### src/design/lfsd_pkg.sv
// ----------------------------------------------------------------------------
// LED fade schedule dimmer package
// Shared codes, widths and types of the fade and schedule dimmer.
// ----------------------------------------------------------------------------
`default_nettype none

package lfsd_pkg;

    localparam int NUM_PTS   = 4;
    localparam int CFG_IDX_W = 3;
    localparam int CFG_DAT_W = 49;
    localparam int MUL_A_W   = 18;
    localparam int MUL_B_W   = 17;
    localparam int MUL_P_W   = MUL_A_W + MUL_B_W;
    localparam int DIVD_W    = 34;
    localparam int DIVS_W    = 18;

    localparam logic [1:0] OP_TICK   = 2'd0;
    localparam logic [1:0] OP_PIXEL  = 2'd1;
    localparam logic [1:0] OP_SWITCH = 2'd2;

    localparam logic [1:0] MODE_OFF      = 2'd0;
    localparam logic [1:0] MODE_FADE_IN  = 2'd1;
    localparam logic [1:0] MODE_ON       = 2'd2;
    localparam logic [1:0] MODE_FADE_OUT = 2'd3;

    localparam logic [CFG_IDX_W-1:0] REG_ENABLE = 3'd0;
    localparam logic [CFG_IDX_W-1:0] REG_COUNT  = 3'd1;
    localparam logic [CFG_IDX_W-1:0] REG_PT_A   = 3'd2;
    localparam logic [CFG_IDX_W-1:0] REG_PT_D   = 3'd5;

    localparam logic [16:0]        BRI_FULL    = 17'd65536;
    localparam logic signed [18:0] DAY_SECONDS = 19'sd86400;
    localparam logic [DIVS_W-1:0]  PIX_DIV     = 18'd261120;
    localparam logic [DIVS_W-1:0]  PIX_HALF    = 18'd130560;

    typedef logic [NUM_PTS-1:0][16:0] t_pt_vec;

    typedef struct packed {
        logic        direct;
        logic [16:0] bri;
        logic [16:0] bp;
        logic [16:0] bn;
        logic [16:0] span;
        logic [16:0] dt;
    } t_seg;

    typedef enum logic [3:0] {
        S_IDLE,
        S_SCHED,
        S_MUL1,
        S_MUL2,
        S_DIV_BRI,
        S_MUL_EFF,
        S_DIV_EFF,
        S_MUL_PIX,
        S_DIV_PIX,
        S_FIN
    } t_state;

endpackage

`default_nettype wire

### src/design/lfsd_if.sv
// ----------------------------------------------------------------------------
// LED fade schedule dimmer channels
// Valid and ready channels for items, results and register writes.
// ----------------------------------------------------------------------------
`default_nettype none

interface lfsd_in_if;
    logic        valid;
    logic        ready;
    logic [1:0]  opcode;
    logic [15:0] elapsed_ms;
    logic [16:0] second_of_day;
    logic [7:0]  channel_value;
    logic        switch_on;

    modport source (output valid, opcode, elapsed_ms, second_of_day, channel_value,
                    switch_on, input ready);
    modport sink (input valid, opcode, elapsed_ms, second_of_day, channel_value,
                  switch_on, output ready);
endinterface

interface lfsd_out_if;
    logic       valid;
    logic       ready;
    logic [7:0] value;
    logic [1:0] fade_mode;

    modport source (output valid, value, fade_mode, input ready);
    modport sink (input valid, value, fade_mode, output ready);
endinterface

interface lfsd_cfg_if;
    logic        valid;
    logic        ready;
    logic [2:0]  index;
    logic [48:0] data;

    modport source (output valid, index, data, input ready);
    modport sink (input valid, index, data, output ready);
endinterface

`default_nettype wire

### src/design/lfsd_mul.sv
// ----------------------------------------------------------------------------
// LED fade schedule dimmer multiplier
// Shift and add multiplier that retires one multiplier bit per cycle.
// ----------------------------------------------------------------------------
`default_nettype none

module lfsd_mul
    import lfsd_pkg::*;
(
    input  wire logic               i_clk,
    input  wire logic               i_rst_n,
    input  wire logic               i_start,
    input  wire logic [MUL_A_W-1:0] i_a,
    input  wire logic [MUL_B_W-1:0] i_b,
    output logic      [MUL_P_W-1:0] o_prod,
    output logic                    o_done,
    output logic                    o_busy
);

    localparam int CNT_W = $clog2(MUL_B_W + 1);

    logic [CNT_W-1:0]   r_cnt;
    logic               r_done;
    logic [MUL_A_W-1:0] r_a;
    logic [MUL_P_W-1:0] r_p;
    logic [MUL_A_W:0]   sum;

    assign sum = {1'b0, r_p[MUL_P_W-1:MUL_B_W]} + (r_p[0] ? {1'b0, r_a} : '0);

    always_ff @(posedge i_clk) begin
        if (!i_rst_n) begin
            r_cnt  <= '0;
            r_done <= 1'b0;
        end else if (i_start) begin
            r_cnt  <= CNT_W'(MUL_B_W);
            r_done <= 1'b0;
        end else begin
            r_done <= (r_cnt == CNT_W'(1));
            if (r_cnt != '0) begin
                r_cnt <= r_cnt - CNT_W'(1);
            end
        end
    end

    always_ff @(posedge i_clk) begin
        if (i_start) begin
            r_a <= i_a;
            r_p <= {{MUL_A_W{1'b0}}, i_b};
        end else if (r_cnt != '0) begin
            r_p <= {sum, r_p[MUL_B_W-1:1]};
        end
    end

    assign o_prod = r_p;
    assign o_done = r_done;
    assign o_busy = (r_cnt != '0);

endmodule

`default_nettype wire

### src/design/lfsd_div.sv
// ----------------------------------------------------------------------------
// LED fade schedule dimmer divider
// Restoring divider that produces one quotient bit per cycle.
// ----------------------------------------------------------------------------
`default_nettype none

module lfsd_div
    import lfsd_pkg::*;
(
    input  wire logic              i_clk,
    input  wire logic              i_rst_n,
    input  wire logic              i_start,
    input  wire logic [DIVD_W-1:0] i_dividend,
    input  wire logic [DIVS_W-1:0] i_divisor,
    output logic      [DIVD_W-1:0] o_quot,
    output logic                   o_done,
    output logic                   o_busy
);

    localparam int CNT_W = $clog2(DIVD_W + 1);

    logic [CNT_W-1:0]  r_cnt;
    logic              r_done;
    logic [DIVS_W-1:0] r_div;
    logic [DIVS_W-1:0] r_rem;
    logic [DIVD_W-1:0] r_q;
    logic [DIVS_W:0]   trial;
    logic              fits;

    assign trial = {r_rem, r_q[DIVD_W-1]};
    assign fits  = (trial >= {1'b0, r_div});

    always_ff @(posedge i_clk) begin
        if (!i_rst_n) begin
            r_cnt  <= '0;
            r_done <= 1'b0;
        end else if (i_start) begin
            r_cnt  <= CNT_W'(DIVD_W);
            r_done <= 1'b0;
        end else begin
            r_done <= (r_cnt == CNT_W'(1));
            if (r_cnt != '0) begin
                r_cnt <= r_cnt - CNT_W'(1);
            end
        end
    end

    always_ff @(posedge i_clk) begin
        if (i_start) begin
            r_div <= i_divisor;
            r_rem <= '0;
            r_q   <= i_dividend;
        end else if (r_cnt != '0) begin
            r_rem <= fits ? DIVS_W'(trial - {1'b0, r_div}) : trial[DIVS_W-1:0];
            r_q   <= {r_q[DIVD_W-2:0], fits};
        end
    end

    assign o_quot = r_q;
    assign o_done = r_done;
    assign o_busy = (r_cnt != '0);

endmodule

`default_nettype wire

### src/design/lfsd_sched.sv
// ----------------------------------------------------------------------------
// LED fade schedule dimmer segment finder
// Picks the schedule segment around a time of day and its span and offset.
// ----------------------------------------------------------------------------
`default_nettype none

module lfsd_sched
    import lfsd_pkg::*;
#(
    parameter int MAX_POINTS = 4
) (
    input  wire logic        i_enable,
    input  wire logic [2:0]  i_count,
    input  wire logic [16:0] i_t,
    input  wire t_pt_vec     i_pt_time,
    input  wire t_pt_vec     i_pt_bri,
    output t_seg             o_seg
);

    logic [2:0]        n;
    logic [1:0]        nx;
    logic [1:0]        pv;
    logic              found;
    logic signed [18:0] sp;
    logic signed [18:0] dts;

    always_comb begin
        n = (i_count > 3'(MAX_POINTS)) ? 3'(MAX_POINTS) : i_count;
        found = 1'b0;
        nx = 2'd0;
        for (int i = 0; i < NUM_PTS; i++) begin
            if (!found && (3'(i) < n) && (i_pt_time[i] >= i_t)) begin
                found = 1'b1;
                nx = 2'(i);
            end
        end
        pv = (nx == 2'd0) ? 2'(n - 3'd1) : nx - 2'd1;

        sp = $signed({2'b00, i_pt_time[nx]}) - $signed({2'b00, i_pt_time[pv]});
        if (sp < 0) begin
            sp = sp + DAY_SECONDS;
        end
        dts = $signed({2'b00, i_t}) - $signed({2'b00, i_pt_time[pv]});
        if (dts < 0) begin
            dts = dts + DAY_SECONDS;
        end
        if (dts < 0) begin
            dts = '0;
        end
        if (dts > sp) begin
            dts = sp;
        end

        o_seg.direct = 1'b1;
        o_seg.bri    = BRI_FULL;
        o_seg.bp     = i_pt_bri[pv];
        o_seg.bn     = i_pt_bri[nx];
        o_seg.span   = sp[16:0];
        o_seg.dt     = dts[16:0];
        if (!i_enable || n == 3'd0) begin
            o_seg.bri = BRI_FULL;
        end else if (n == 3'd1) begin
            o_seg.bri = i_pt_bri[0];
        end else if (sp <= 0) begin
            o_seg.bri = i_pt_bri[nx];
        end else begin
            o_seg.direct = 1'b0;
            o_seg.bri    = i_pt_bri[nx];
        end
    end

endmodule

`default_nettype wire

### src/design/led_fade_schedule_dimmer.sv
// A switch goes straight to its result beat; a pixel takes one serial multiply and
// one serial divide; a tick takes a multiply and a divide, and a tick that
// interpolates the schedule takes two multiplies and a divide before them.
// One item is in work at a time, so a new beat is accepted in the cycle after
// the result is loaded.
// Reset clears the fade state, the effective level and every configuration register.
// ----------------------------------------------------------------------------
// LED fade schedule dimmer
// Fade ramp, time of day schedule and channel scaling on serial arithmetic.
// ----------------------------------------------------------------------------
`default_nettype none

module led_fade_schedule_dimmer
    import lfsd_pkg::*;
#(
    parameter int FADE_MS    = 1000,
    parameter int MAX_POINTS = 4
) (
    input  wire logic  i_clk,
    input  wire logic  i_rst_n,
    lfsd_cfg_if.sink   i_cfg,
    lfsd_in_if.sink    i_in,
    lfsd_out_if.source o_out
);

    localparam logic [17:0]       FULL     = 18'(255 * FADE_MS);
    localparam logic [DIVS_W-1:0] EFF_DIV  = DIVS_W'(FADE_MS * 64);
    localparam logic [DIVS_W-1:0] EFF_HALF = DIVS_W'(FADE_MS * 32);

    t_state r_state;
    t_state n_state;

    logic        r_enable;
    logic [2:0]  r_count;
    t_pt_vec     r_pt_time;
    t_pt_vec     r_pt_bri;

    logic [1:0]  r_mode, n_mode;
    logic [17:0] r_fade, n_fade;
    logic [17:0] r_eff, n_eff;
    logic        r_ovld, n_ovld;
    logic [7:0]  r_oval, n_oval;
    logic [1:0]  r_omode, n_omode;

    logic [16:0] r_t, n_t;
    logic [16:0] r_bn, n_bn;
    logic [16:0] r_dt, n_dt;
    logic [16:0] r_span, n_span;
    logic [MUL_P_W-1:0] r_sum, n_sum;
    logic [7:0]  r_res, n_res;

    logic               mul_start, mul_done, mul_busy;
    logic [MUL_A_W-1:0] mul_a;
    logic [MUL_B_W-1:0] mul_b;
    logic [MUL_P_W-1:0] mul_prod;
    logic               div_start, div_done, div_busy;
    logic [DIVD_W-1:0]  div_dvd;
    logic [DIVS_W-1:0]  div_dvs;
    logic [DIVD_W-1:0]  div_quot;

    t_seg        seg;
    logic        in_acc;
    logic        out_free;
    logic [23:0] step;
    logic [18:0] eff_rnd;
    logic [18:0] quot_rnd;
    logic [16:0] b_sat;

    assign in_acc   = i_in.valid && i_in.ready;
    assign out_free = !r_ovld || o_out.ready;
    assign step     = {i_in.elapsed_ms, 8'd0} - {8'd0, i_in.elapsed_ms};
    assign eff_rnd  = {1'b0, r_eff} + 19'd512;
    assign quot_rnd = {1'b0, div_quot[17:0]} + 19'd512;
    assign b_sat    = (i_cfg.data[48:32] > BRI_FULL) ? BRI_FULL : i_cfg.data[48:32];

    assign i_cfg.ready     = 1'b1;
    assign i_in.ready      = (r_state == S_IDLE);
    assign o_out.valid     = r_ovld;
    assign o_out.value     = r_oval;
    assign o_out.fade_mode = r_omode;

    lfsd_sched #(
        .MAX_POINTS(MAX_POINTS)
    ) u_sched (
        .i_enable (r_enable),
        .i_count  (r_count),
        .i_t      (r_t),
        .i_pt_time(r_pt_time),
        .i_pt_bri (r_pt_bri),
        .o_seg    (seg)
    );

    lfsd_mul u_mul (
        .i_clk  (i_clk),
        .i_rst_n(i_rst_n),
        .i_start(mul_start),
        .i_a    (mul_a),
        .i_b    (mul_b),
        .o_prod (mul_prod),
        .o_done (mul_done),
        .o_busy (mul_busy)
    );

    lfsd_div u_div (
        .i_clk     (i_clk),
        .i_rst_n   (i_rst_n),
        .i_start   (div_start),
        .i_dividend(div_dvd),
        .i_divisor (div_dvs),
        .o_quot    (div_quot),
        .o_done    (div_done),
        .o_busy    (div_busy)
    );

    always_comb begin
        n_state = r_state;
        case (r_state)
            S_IDLE: begin
                if (in_acc) begin
                    case (i_in.opcode)
                        OP_TICK:  n_state = S_SCHED;
                        OP_PIXEL: n_state = S_MUL_PIX;
                        default:  n_state = S_FIN;
                    endcase
                end
            end
            S_SCHED:   n_state = seg.direct ? S_MUL_EFF : S_MUL1;
            S_MUL1:    if (mul_done) n_state = S_MUL2;
            S_MUL2:    if (mul_done) n_state = S_DIV_BRI;
            S_DIV_BRI: if (div_done) n_state = S_MUL_EFF;
            S_MUL_EFF: if (mul_done) n_state = S_DIV_EFF;
            S_DIV_EFF: if (div_done) n_state = S_FIN;
            S_MUL_PIX: if (mul_done) n_state = S_DIV_PIX;
            S_DIV_PIX: if (div_done) n_state = S_FIN;
            S_FIN:     if (out_free) n_state = S_IDLE;
            default:   n_state = S_IDLE;
        endcase
    end

    always_comb begin
        n_mode    = r_mode;
        n_fade    = r_fade;
        n_eff     = r_eff;
        n_ovld    = r_ovld && !o_out.ready;
        n_oval    = r_oval;
        n_omode   = r_omode;
        n_t       = r_t;
        n_bn      = r_bn;
        n_dt      = r_dt;
        n_span    = r_span;
        n_sum     = r_sum;
        n_res     = r_res;
        mul_start = 1'b0;
        mul_a     = r_fade;
        mul_b     = seg.bri;
        div_start = 1'b0;
        div_dvd   = DIVD_W'(mul_prod + MUL_P_W'(EFF_HALF));
        div_dvs   = EFF_DIV;
        case (r_state)
            S_IDLE: begin
                if (in_acc) begin
                    case (i_in.opcode)
                        OP_TICK: begin
                            n_t = i_in.second_of_day;
                            case (r_mode)
                                MODE_OFF: n_fade = '0;
                                MODE_FADE_IN: begin
                                    if (step >= 24'(FULL) || r_fade >= FULL - step[17:0]) begin
                                        n_fade = FULL;
                                        n_mode = MODE_ON;
                                    end else begin
                                        n_fade = r_fade + step[17:0];
                                    end
                                end
                                MODE_ON: n_fade = FULL;
                                default: begin
                                    if (step >= 24'(r_fade)) begin
                                        n_fade = '0;
                                        n_mode = MODE_OFF;
                                    end else begin
                                        n_fade = r_fade - step[17:0];
                                    end
                                end
                            endcase
                        end
                        OP_PIXEL: begin
                            mul_start = 1'b1;
                            mul_a     = r_eff;
                            mul_b     = {9'd0, i_in.channel_value};
                        end
                        OP_SWITCH: begin
                            n_mode = i_in.switch_on ? MODE_FADE_IN : MODE_FADE_OUT;
                            n_res  = eff_rnd[17:10];
                        end
                        default: n_res = eff_rnd[17:10];
                    endcase
                end
            end
            S_SCHED: begin
                mul_start = 1'b1;
                if (!seg.direct) begin
                    mul_a  = {1'b0, seg.bp};
                    mul_b  = seg.span - seg.dt;
                    n_bn   = seg.bn;
                    n_dt   = seg.dt;
                    n_span = seg.span;
                end
            end
            S_MUL1: begin
                if (mul_done) begin
                    n_sum     = mul_prod;
                    mul_start = 1'b1;
                    mul_a     = {1'b0, r_bn};
                    mul_b     = r_dt;
                end
            end
            S_MUL2: begin
                if (mul_done) begin
                    div_start = 1'b1;
                    div_dvd   = DIVD_W'(r_sum + mul_prod + MUL_P_W'(r_span >> 1));
                    div_dvs   = {1'b0, r_span};
                end
            end
            S_DIV_BRI: begin
                if (div_done) begin
                    mul_start = 1'b1;
                    mul_b     = div_quot[16:0];
                end
            end
            S_MUL_EFF: begin
                if (mul_done) begin
                    div_start = 1'b1;
                end
            end
            S_DIV_EFF: begin
                if (div_done) begin
                    n_eff = div_quot[17:0];
                    n_res = quot_rnd[17:10];
                end
            end
            S_MUL_PIX: begin
                if (mul_done) begin
                    div_start = 1'b1;
                    div_dvd   = DIVD_W'(mul_prod + MUL_P_W'(PIX_HALF));
                    div_dvs   = PIX_DIV;
                end
            end
            S_DIV_PIX: begin
                if (div_done) begin
                    n_res = div_quot[7:0];
                end
            end
            S_FIN: begin
                if (out_free) begin
                    n_ovld  = 1'b1;
                    n_oval  = r_res;
                    n_omode = r_mode;
                end
            end
            default: begin
            end
        endcase
    end

    always_ff @(posedge i_clk) begin
        if (!i_rst_n) begin
            r_state   <= S_IDLE;
            r_mode    <= MODE_OFF;
            r_fade    <= '0;
            r_eff     <= '0;
            r_ovld    <= 1'b0;
            r_enable  <= 1'b0;
            r_count   <= '0;
            r_pt_time <= '0;
            r_pt_bri  <= '0;
        end else begin
            r_state <= n_state;
            r_mode  <= n_mode;
            r_fade  <= n_fade;
            r_eff   <= n_eff;
            r_ovld  <= n_ovld;
            if (i_cfg.valid && i_cfg.ready) begin
                if (i_cfg.index == REG_ENABLE) begin
                    r_enable <= i_cfg.data[0];
                end else if (i_cfg.index == REG_COUNT) begin
                    r_count <= i_cfg.data[2:0];
                end else if (i_cfg.index inside {[REG_PT_A:REG_PT_D]}) begin
                    r_pt_time[2'(i_cfg.index - REG_PT_A)] <= i_cfg.data[16:0];
                    r_pt_bri[2'(i_cfg.index - REG_PT_A)]  <= b_sat;
                end
            end
        end
    end

    always_ff @(posedge i_clk) begin
        r_oval  <= n_oval;
        r_omode <= n_omode;
        r_t     <= n_t;
        r_bn    <= n_bn;
        r_dt    <= n_dt;
        r_span  <= n_span;
        r_sum   <= n_sum;
        r_res   <= n_res;
    end

    a_serial_units_exclusive: assert property (
        @(posedge i_clk) disable iff (!i_rst_n) !(mul_busy && div_busy)
    ) else $error("multiplier and divider busy together");

    a_on_is_full: assert property (
        @(posedge i_clk) disable iff (!i_rst_n)
        (r_state == S_SCHED && r_mode == MODE_ON) |-> (r_fade == FULL)
    ) else $error("on mode after a tick without full level");

    a_off_is_zero: assert property (
        @(posedge i_clk) disable iff (!i_rst_n)
        (r_state == S_SCHED && r_mode == MODE_OFF) |-> (r_fade == '0)
    ) else $error("off mode after a tick with a nonzero level");

    a_accept_leaves_idle: assert property (
        @(posedge i_clk) disable iff (!i_rst_n)
        (i_in.valid && i_in.ready) |=> (r_state != S_IDLE)
    ) else $error("accepted beat did not start work");

endmodule

`default_nettype wire
### src/flat_wrapper.sv
// flat-port wrapper written by rule: the top's interface ports become plain ports
module led_fade_schedule_dimmer_flat import lfsd_pkg::*;
#(
    parameter int FADE_MS    = 1000,
    parameter int MAX_POINTS = 4
)
  (i_clk, i_rst_n, i_cfg_valid, i_cfg_index, i_cfg_data, i_cfg_ready, i_in_valid, i_in_opcode, i_in_elapsed_ms, i_in_second_of_day, i_in_channel_value, i_in_switch_on, i_in_ready, o_out_valid, o_out_value, o_out_fade_mode, o_out_ready);
  lfsd_cfg_if i_cfg_i ();
  lfsd_in_if i_in_i ();
  lfsd_out_if o_out_i ();
  input  wire logic i_clk;
  input  wire logic i_rst_n;
  input wire logic [$bits(i_cfg_i.valid)-1:0] i_cfg_valid;
  input wire logic [$bits(i_cfg_i.index)-1:0] i_cfg_index;
  input wire logic [$bits(i_cfg_i.data)-1:0] i_cfg_data;
  output wire logic [$bits(i_cfg_i.ready)-1:0] i_cfg_ready;
  input wire logic [$bits(i_in_i.valid)-1:0] i_in_valid;
  input wire logic [$bits(i_in_i.opcode)-1:0] i_in_opcode;
  input wire logic [$bits(i_in_i.elapsed_ms)-1:0] i_in_elapsed_ms;
  input wire logic [$bits(i_in_i.second_of_day)-1:0] i_in_second_of_day;
  input wire logic [$bits(i_in_i.channel_value)-1:0] i_in_channel_value;
  input wire logic [$bits(i_in_i.switch_on)-1:0] i_in_switch_on;
  output wire logic [$bits(i_in_i.ready)-1:0] i_in_ready;
  output wire logic [$bits(o_out_i.valid)-1:0] o_out_valid;
  output wire logic [$bits(o_out_i.value)-1:0] o_out_value;
  output wire logic [$bits(o_out_i.fade_mode)-1:0] o_out_fade_mode;
  input wire logic [$bits(o_out_i.ready)-1:0] o_out_ready;
  assign i_cfg_i.valid = i_cfg_valid;
  assign i_cfg_i.index = i_cfg_index;
  assign i_cfg_i.data = i_cfg_data;
  assign i_cfg_ready = i_cfg_i.ready;
  assign i_in_i.valid = i_in_valid;
  assign i_in_i.opcode = i_in_opcode;
  assign i_in_i.elapsed_ms = i_in_elapsed_ms;
  assign i_in_i.second_of_day = i_in_second_of_day;
  assign i_in_i.channel_value = i_in_channel_value;
  assign i_in_i.switch_on = i_in_switch_on;
  assign i_in_ready = i_in_i.ready;
  assign o_out_valid = o_out_i.valid;
  assign o_out_value = o_out_i.value;
  assign o_out_fade_mode = o_out_i.fade_mode;
  assign o_out_i.ready = o_out_ready;
  led_fade_schedule_dimmer #(.FADE_MS(FADE_MS), .MAX_POINTS(MAX_POINTS)) u_core (.i_clk(i_clk), .i_rst_n(i_rst_n), .i_cfg(i_cfg_i), .i_in(i_in_i), .o_out(o_out_i));
endmodule
### config.mk
export PLATFORM = sky130hd
export DESIGN_NAME = led_fade_schedule_dimmer_flat
export DESIGN_NICKNAME = d
export VERILOG_FILES = /design/src/design/lfsd_pkg.sv /design/src/design/lfsd_if.sv /design/src/design/lfsd_mul.sv /design/src/design/lfsd_div.sv /design/src/design/lfsd_sched.sv /design/src/design/led_fade_schedule_dimmer.sv /design/src/flat_wrapper.sv
export SDC_FILE = /design/constraint.sdc
export NUM_CORES = 2
export LEC_CHECK = 0
export ABC_AREA = 1
export ABC_CLOCK_PERIOD_IN_PS = 11150
export BUFFER_PORTS_ARGS = -buffer_cell sky130_fd_sc_hd__clkbuf_2
export CORE_MARGIN = 5
export CORE_UTILIZATION = 40
export CTS_BUF_LIST = sky130_fd_sc_hd__clkbuf_8
export DETAILED_ROUTE_END_ITERATION = 8
export GPL_TIMING_DRIVEN = 0
export HOLD_SLACK_MARGIN = 0.02
export PLACE_DENSITY = 0.66
export RECOVER_POWER = 25
export SLEW_MARGIN = 40
export SYNTH_ARGS = -nofsm -noshare
export SYNTH_HDL_FRONTEND = slang
export SYNTH_SLANG_ARGS = --single-unit
export TNS_END_PERCENT = 50
### constraint.sdc
create_clock -name i_clk -period 11.15 [get_ports i_clk]
set_input_delay 0.5575 -clock i_clk [delete_from_list [all_inputs] [get_ports i_clk]]
set_output_delay 0.5575 -clock i_clk [all_outputs]
set_load 0.02 [all_outputs]
; ---- Word-level counts from Yosys, hierarchy flattened
; Index checks and enable logic that the tools add are counted.
[op_classes]
addsub = 22
magnitude_cmp = 25
n_eq_ne = 31
n_mux = 89
n_bitwise = 4
reduce_logical = 49
[ops]
columns = operator, count
row1 = $mux 17, 17
row2 = $mux 18, 9
row3 = $bmux 17 s2, 4
row4 = $bwmux 68, 2
row5 = $mux 34, 4
row6 = $pmux 18 s3, 2
row7 = $ge 17x17->1, 4
row8 = $pmux 17 s4, 1
row9 = $pmux 34 s2, 1
row10 = $mux 19, 3
row11 = $add 18x18->19 const B, 2
row12 = $add 18x10->18 const B, 2
row13 = $lt 18x1->1 const B, 2
row14 = $pmux 18 s2, 1
row15 = $pmux 4 s9, 1
row16 = $sub 17x17->18, 2
row17 = $sub 18x18->18, 2
row18 = $add 34x15->34 const B, 1
row19 = $add 34x16->34, 1
row20 = $add 34x17->34 const B, 1
row21 = $add 34x34->34, 1
row22 = $demux 17 s2, 1
row23 = $mux 4, 8
row24 = $mux 8, 4
row25 = other kinds (65), 144
[totals]
ff_bits = 439
inputBits = 101
out_inout_bits = 13
wordCells = 255

; ---- Logic depth before layout (Yosys ltp)
[logic_depth]
ltp_word = 32
depth_mapped = 71
depth_no_buf = 67

; ---- Modules after synthesis
; Synthesis repeated with hierarchy kept, for this count alone.
[unflattened]
cells_unflattened = 5353
area_unflattened_um2 = 36625.1
[by_module_without_submodules]
columns = mod, n_inst, cells_per_inst, area_per_inst_um2, seq_area_each_um2
row1 = led_fade_schedule_dimmer, 1, 2846, 20977.6, 7267.0
row2 = lfsd_sched, 1, 1471, 7726.2, 0.0
row3 = lfsd_div, 1, 598, 4550.6, 2062.0
row4 = lfsd_mul, 1, 438, 3370.7, 1531.5

; ---- Least setup slack after synthesis
; Ideal clock, no wire load.
[synth_path]
kind = register -> register
startpoint = register u_core.r_t[8]
endpoint = register u_core.u_mul.r_p[16] (netlist: u_core.u_mul.o_prod[16]) (data pin)
setup_time_ns = 0.258
arrival_time_ns = 7.752
t_required_ns = 10.892
setup_slack_ns = 3.140
path_stages_with_launch = 58
path_buffers = 6
period_less_slack_ns = 8.010
path_cell_list = edfxtp_1 > inv_1 > ha_1 > a21o_1 > nor2_1 > nand2_1 > nand2_1 > nand3_1 > nor2_2 > nand3_4 > nand2_1 > buf_2 > clkbuf_1 > clkbuf_1 > clkbuf_1 > nor2_1 > o22ai_1 > ha_1 > [22 not listed] > clkbuf_1 > nand2_1 > o21ai_0 > ha_1 > inv_1 > fa_1 > nand2_1 > nand2_1 > nand2_1 > nand2_2 > nand2_1 > nand2_2 > nand2_2 > nand2_2 > nand2_2 > nand3b_1 > nand3_1 > a21oi_1
[synth_rtl]
columns = item, line_no
row1 = "start, declared", led_fade_schedule_dimmer.sv:45  ; logic [16:0] r_t, n_t;
row2 = "start signal, assigned", led_fade_schedule_dimmer.sv:298  ; r_t <= n_t;
row3 = "end signal, assigned", lfsd_mul.sv:48  ; r_p <= {{MUL_A_W{1'b0}}, i_b};
row4 = "end signal, assigned", lfsd_mul.sv:50  ; r_p <= {sum, r_p[MUL_B_W-1:1]};
row5 = "end, declared", lfsd_mul.sv:25  ; logic [MUL_P_W-1:0] r_p;

==> impl_metrics.env <==
export IMPL_status="completed"
export IMPL_synth_edf_count=207
export IMPL_clk_path_buf_depth=3
export IMPL_cts_buffers=82
export IMPL_met2WireLength_um=53560
export IMPL_drive_gt1_share_pct=8.318
export IMPL_drt_total_wl_um=121300
export IMPL_rows=106
export IMPL_cts_setup_buffers=0
export IMPL_worst_r2r_path_depth=57
export IMPL_synthCells=4654
export IMPL_ant_nets=0
export IMPL_yosysSeqAreaShare_pct=32.15
export IMPL_stdcell_area_um2=37840
export IMPL_required_ns=11.57
export IMPL_hp_start="i_cfg_data[12]"
export IMPL_ios=114
export IMPL_via_count=33240
export IMPL_relSlewSlack_pct=11.32
export IMPL_drv_cap=0
export IMPL_cts_tree="done"
export IMPL_antenna_found_initial=1
export IMPL_r2r_end="u_core.u_mul.o_prod[16]"
export IMPL_portBuffers=97
export IMPL_drtIter0Drc=3273
export IMPL_finClkSkew_ns=0.06753
export IMPL_whs_path_depth=3
export IMPL_syn_to_final_growth_pct=12.01
export IMPL_endpoint_kind="flop"
export IMPL_synth_area_per_cell_um2=7.259
export IMPL_min_period_ns=10.43
export IMPL_wl_met3_um=9120
export IMPL_wl_met1_um=50450
export IMPL_grt_pass1_wl_um=183100
export IMPL_ys_ff_latch=439
export IMPL_dp_cells=5889
export IMPL_critPathLaunchType="flop"
export IMPL_path_max_fanout=19
export IMPL_top_layer="met4"
export IMPL_post_dp_hpwl_um=96580
export IMPL_worstSetupPathType="reg2reg"
export IMPL_firstDrtPassIters=6
export IMPL_dpl_cell_area_um2=35820
export IMPL_finalSetupViolations=0
export IMPL_timing_fmax_ghz=0.09585
export IMPL_vias_per_cell=5.493
export IMPL_cts_sinks=439
export IMPL_cts_root_buffer="clkbuf_8"
export IMPL_grt_max_degree=61
export IMPL_grt_usage_pct=25.91
export IMPL_antennaDiodeCount=0
export IMPL_yosys_top_cells_area="edfxtp_1 18%, dfxtp_1 14%, ha_1 11%"
export IMPL_period_share_pct=93.57
export IMPL_multiInputGateArea_um2=19920
export IMPL_leakagePower_nw=17.32
export IMPL_initial_utilization_pct=40.37
export IMPL_path_delay_family="simple AND/OR/NAND/NOR gates"
export IMPL_clkLatencyLatePin_ns=0.73
export IMPL_grt_pass1_vias=31250
export IMPL_wl_per_cell_um=20.05
export IMPL_ys_types=68
export IMPL_die_h_um=300.6
export IMPL_regArea_um2=10860
export IMPL_layout_nets=5283
export IMPL_ir_worst_vdd_v=0.0002312
export IMPL_drc_errors=0
export IMPL_drv_slew=0
export IMPL_fillers=8505
export IMPL_worst_pin_slew_ns=1.330
export IMPL_synth_warnings=0
export IMPL_dieArea_um2=90380
export IMPL_coreArea_um2=83690
export IMPL_synth_area_um2=33780
export IMPL_r2r_setup_slack_ns=0.72
export IMPL_place_gp_congestion=0.9816
export IMPL_worst_path_buf_inv=11
export IMPL_ys_async_sr_fraction_pct=0
export IMPL_syn_num_nets=5087
export IMPL_final_cells=6051
export IMPL_arrival_ns=10.85
export IMPL_min_path_type="in2reg"
export IMPL_slowest_stage="edfxtp_1"
export IMPL_yosys_most_used_dff="dfxtp_1"
export IMPL_overflow=0
export IMPL_r2r_start="u_core.r_t[16]"
export IMPL_p_per_area_nw_per_um2=249.4
export IMPL_synth_top_area_share_pct=18.40
export IMPL_final_hold_viol_count=0
export IMPL_holdPathEnd="u_core.r_pt_time[29]"
export IMPL_slowest_delay_ns=0.44
export IMPL_path_common_cell="nand2_1"
export IMPL_yosysTopAreaCell="edfxtp_1"
export IMPL_htree_num_levels=3
export IMPL_die_w_um=300.6
export IMPL_clkSlewWorstSetupHoldPaths_ns=0.06
[stage by stage]
stage / hold WS [ns] / setup WS (ns) / setup TNS (ns) / utilization [%] / total power [mW]
after detailed placement: 0.4045 / 0.04160 / 0 / 42.80 / 7.515
final: 0.1263 / 0.7174 / 0 / 45.22 / 9.440
after global routing: 0.1117 / -0.01225 / -0.02422 / 45.22 / 10.14
after CTS: 0.07258 / 0.1421 / 0 / 45.22 / 9.352
after floorplan: 0.4003 / 3.140 / 0 / - / 6.079
after global placement: 0.4024 / -0.09139 / -0.1297 / 42.65 / 7.428
[report_power, final]
part	total (mW)	switching, mW	internal, mW
Clock	1.81	0.808	1.00
Sequential	2.47	0.328	2.14
Combinational	5.17	3.44	1.72
[cell usage after synthesis (36+ instances only)]
cell type	instances
nor3_1	49
o21ai_0	414
nor2_1	503
edfxtp_1	207
nand4_1	43
nand2_2	46
a31oi_1	36
o211ai_1	38
a21oi_1	414
nand2_1	866
nand3_1	208
clkbuf_1	126
ha_1	308
o22ai_1	53
dfxtp_1	232
xor2_1	92
inv_1	619
[cells in the final DEF, fill, tap and decap left out, drive strengths merged, types with 15 or more instances in the layout]
cell,Yosys,routed
nand2,919,919
inv,631,654
nor2,516,516
o21ai,422,422
a21oi,420,420
clkbuf,126,314
ha,308,308
dfxtp,232,232
nand3,227,227
edfxtp,207,207
xor2,93,93
o22ai,53,53
nor3,52,52
nand4,43,43
o211ai,38,38
a31oi,36,36
xnor2,35,35
or2,33,33
clkinv,5,27
a211oi,25,25
buf,23,25
fa,24,24
o21bai,22,22
a221oi,19,19
dlygate4sd3,0,16
nand3b,15,15
[sequential cells by signal, summed over array words and instances, names as in the netlist, 34 cells and up]
register and count:
u_core.r_pt_bri 68, u_core.r_pt_time 68, u_core.u_mul.o_prod 35, u_core.r_sum 34
u_core.u_div.o_quot 34
[worst min-delay path: cells and delay by family]
kind | cells | cell delay (ns)
AND/OR/NAND/NOR | 2 | 0.14
buffers and inverters | 1 | 0.12
[worst max-delay path by stage]
stage / start / to / slack (ns) / cells past startpoint
floorplan: u_core.r_t[8] / u_core.u_mul.o_prod[16] / 3.14 / 57
global placement: u_core.r_t[16] / u_core.u_mul.o_prod[7] / -0.09 / 54
detailed placement: u_core.r_t[16] / u_core.u_mul.o_prod[7] / 0.04 / 54
CTS: u_core.r_t[16] / u_core.u_mul.o_prod[7] / 0.14 / 54
global route: u_core.r_t[16] / u_core.u_mul.o_prod[16] / -0.01 / 58
finish: u_core.r_t[16] / u_core.u_mul.o_prod[16] / 0.72 / 57
[timing repair]
item / 4_1_cts / 5_1_grt
resized for setup: 1 / 23
setup endpoints to repair: 2 / 15
hold endpoints to repair: 16 / 0
hold buffers: 16 / 0
[logic make-up (layout without fill, tap and decap cells)]
family                     after synthesis  count (layout)  share of synthesized area, %
buffers and inverters                  785            1048                         8.959
adders and majority gates              332             332                         12.83
other                                    1               1                       0.01110
and+or+nand+nor                       1827            1827                         23.41
xor gates and xnor gates               128             128                         3.340
AOI/OAI and AO/OA                     1142            1142                         19.31
DFF                                    439             439                         32.15
[per-layer routing]
layer | GRT usage, % | vias up
li1 | - | 16160
met2 | 41.35 | 1422
met4 | 14.86 | 0
met3 | 3.309 | 347
met1 | 33.93 | 15310
met5 | 0 | -
[layout make-up]
type	count	share of cell area, %
Multi-Input combinational cell	3430	52.65
Tap cell	1134	3.749
Clock buffer	94	3.419
Sequential cell	439	28.70
Buffer	144	1.699
Inverter	636	6.315
Clock inverter	57	1.504
Timing Repair Buffer	117	1.964
Power figures use the tool's default switching activity.
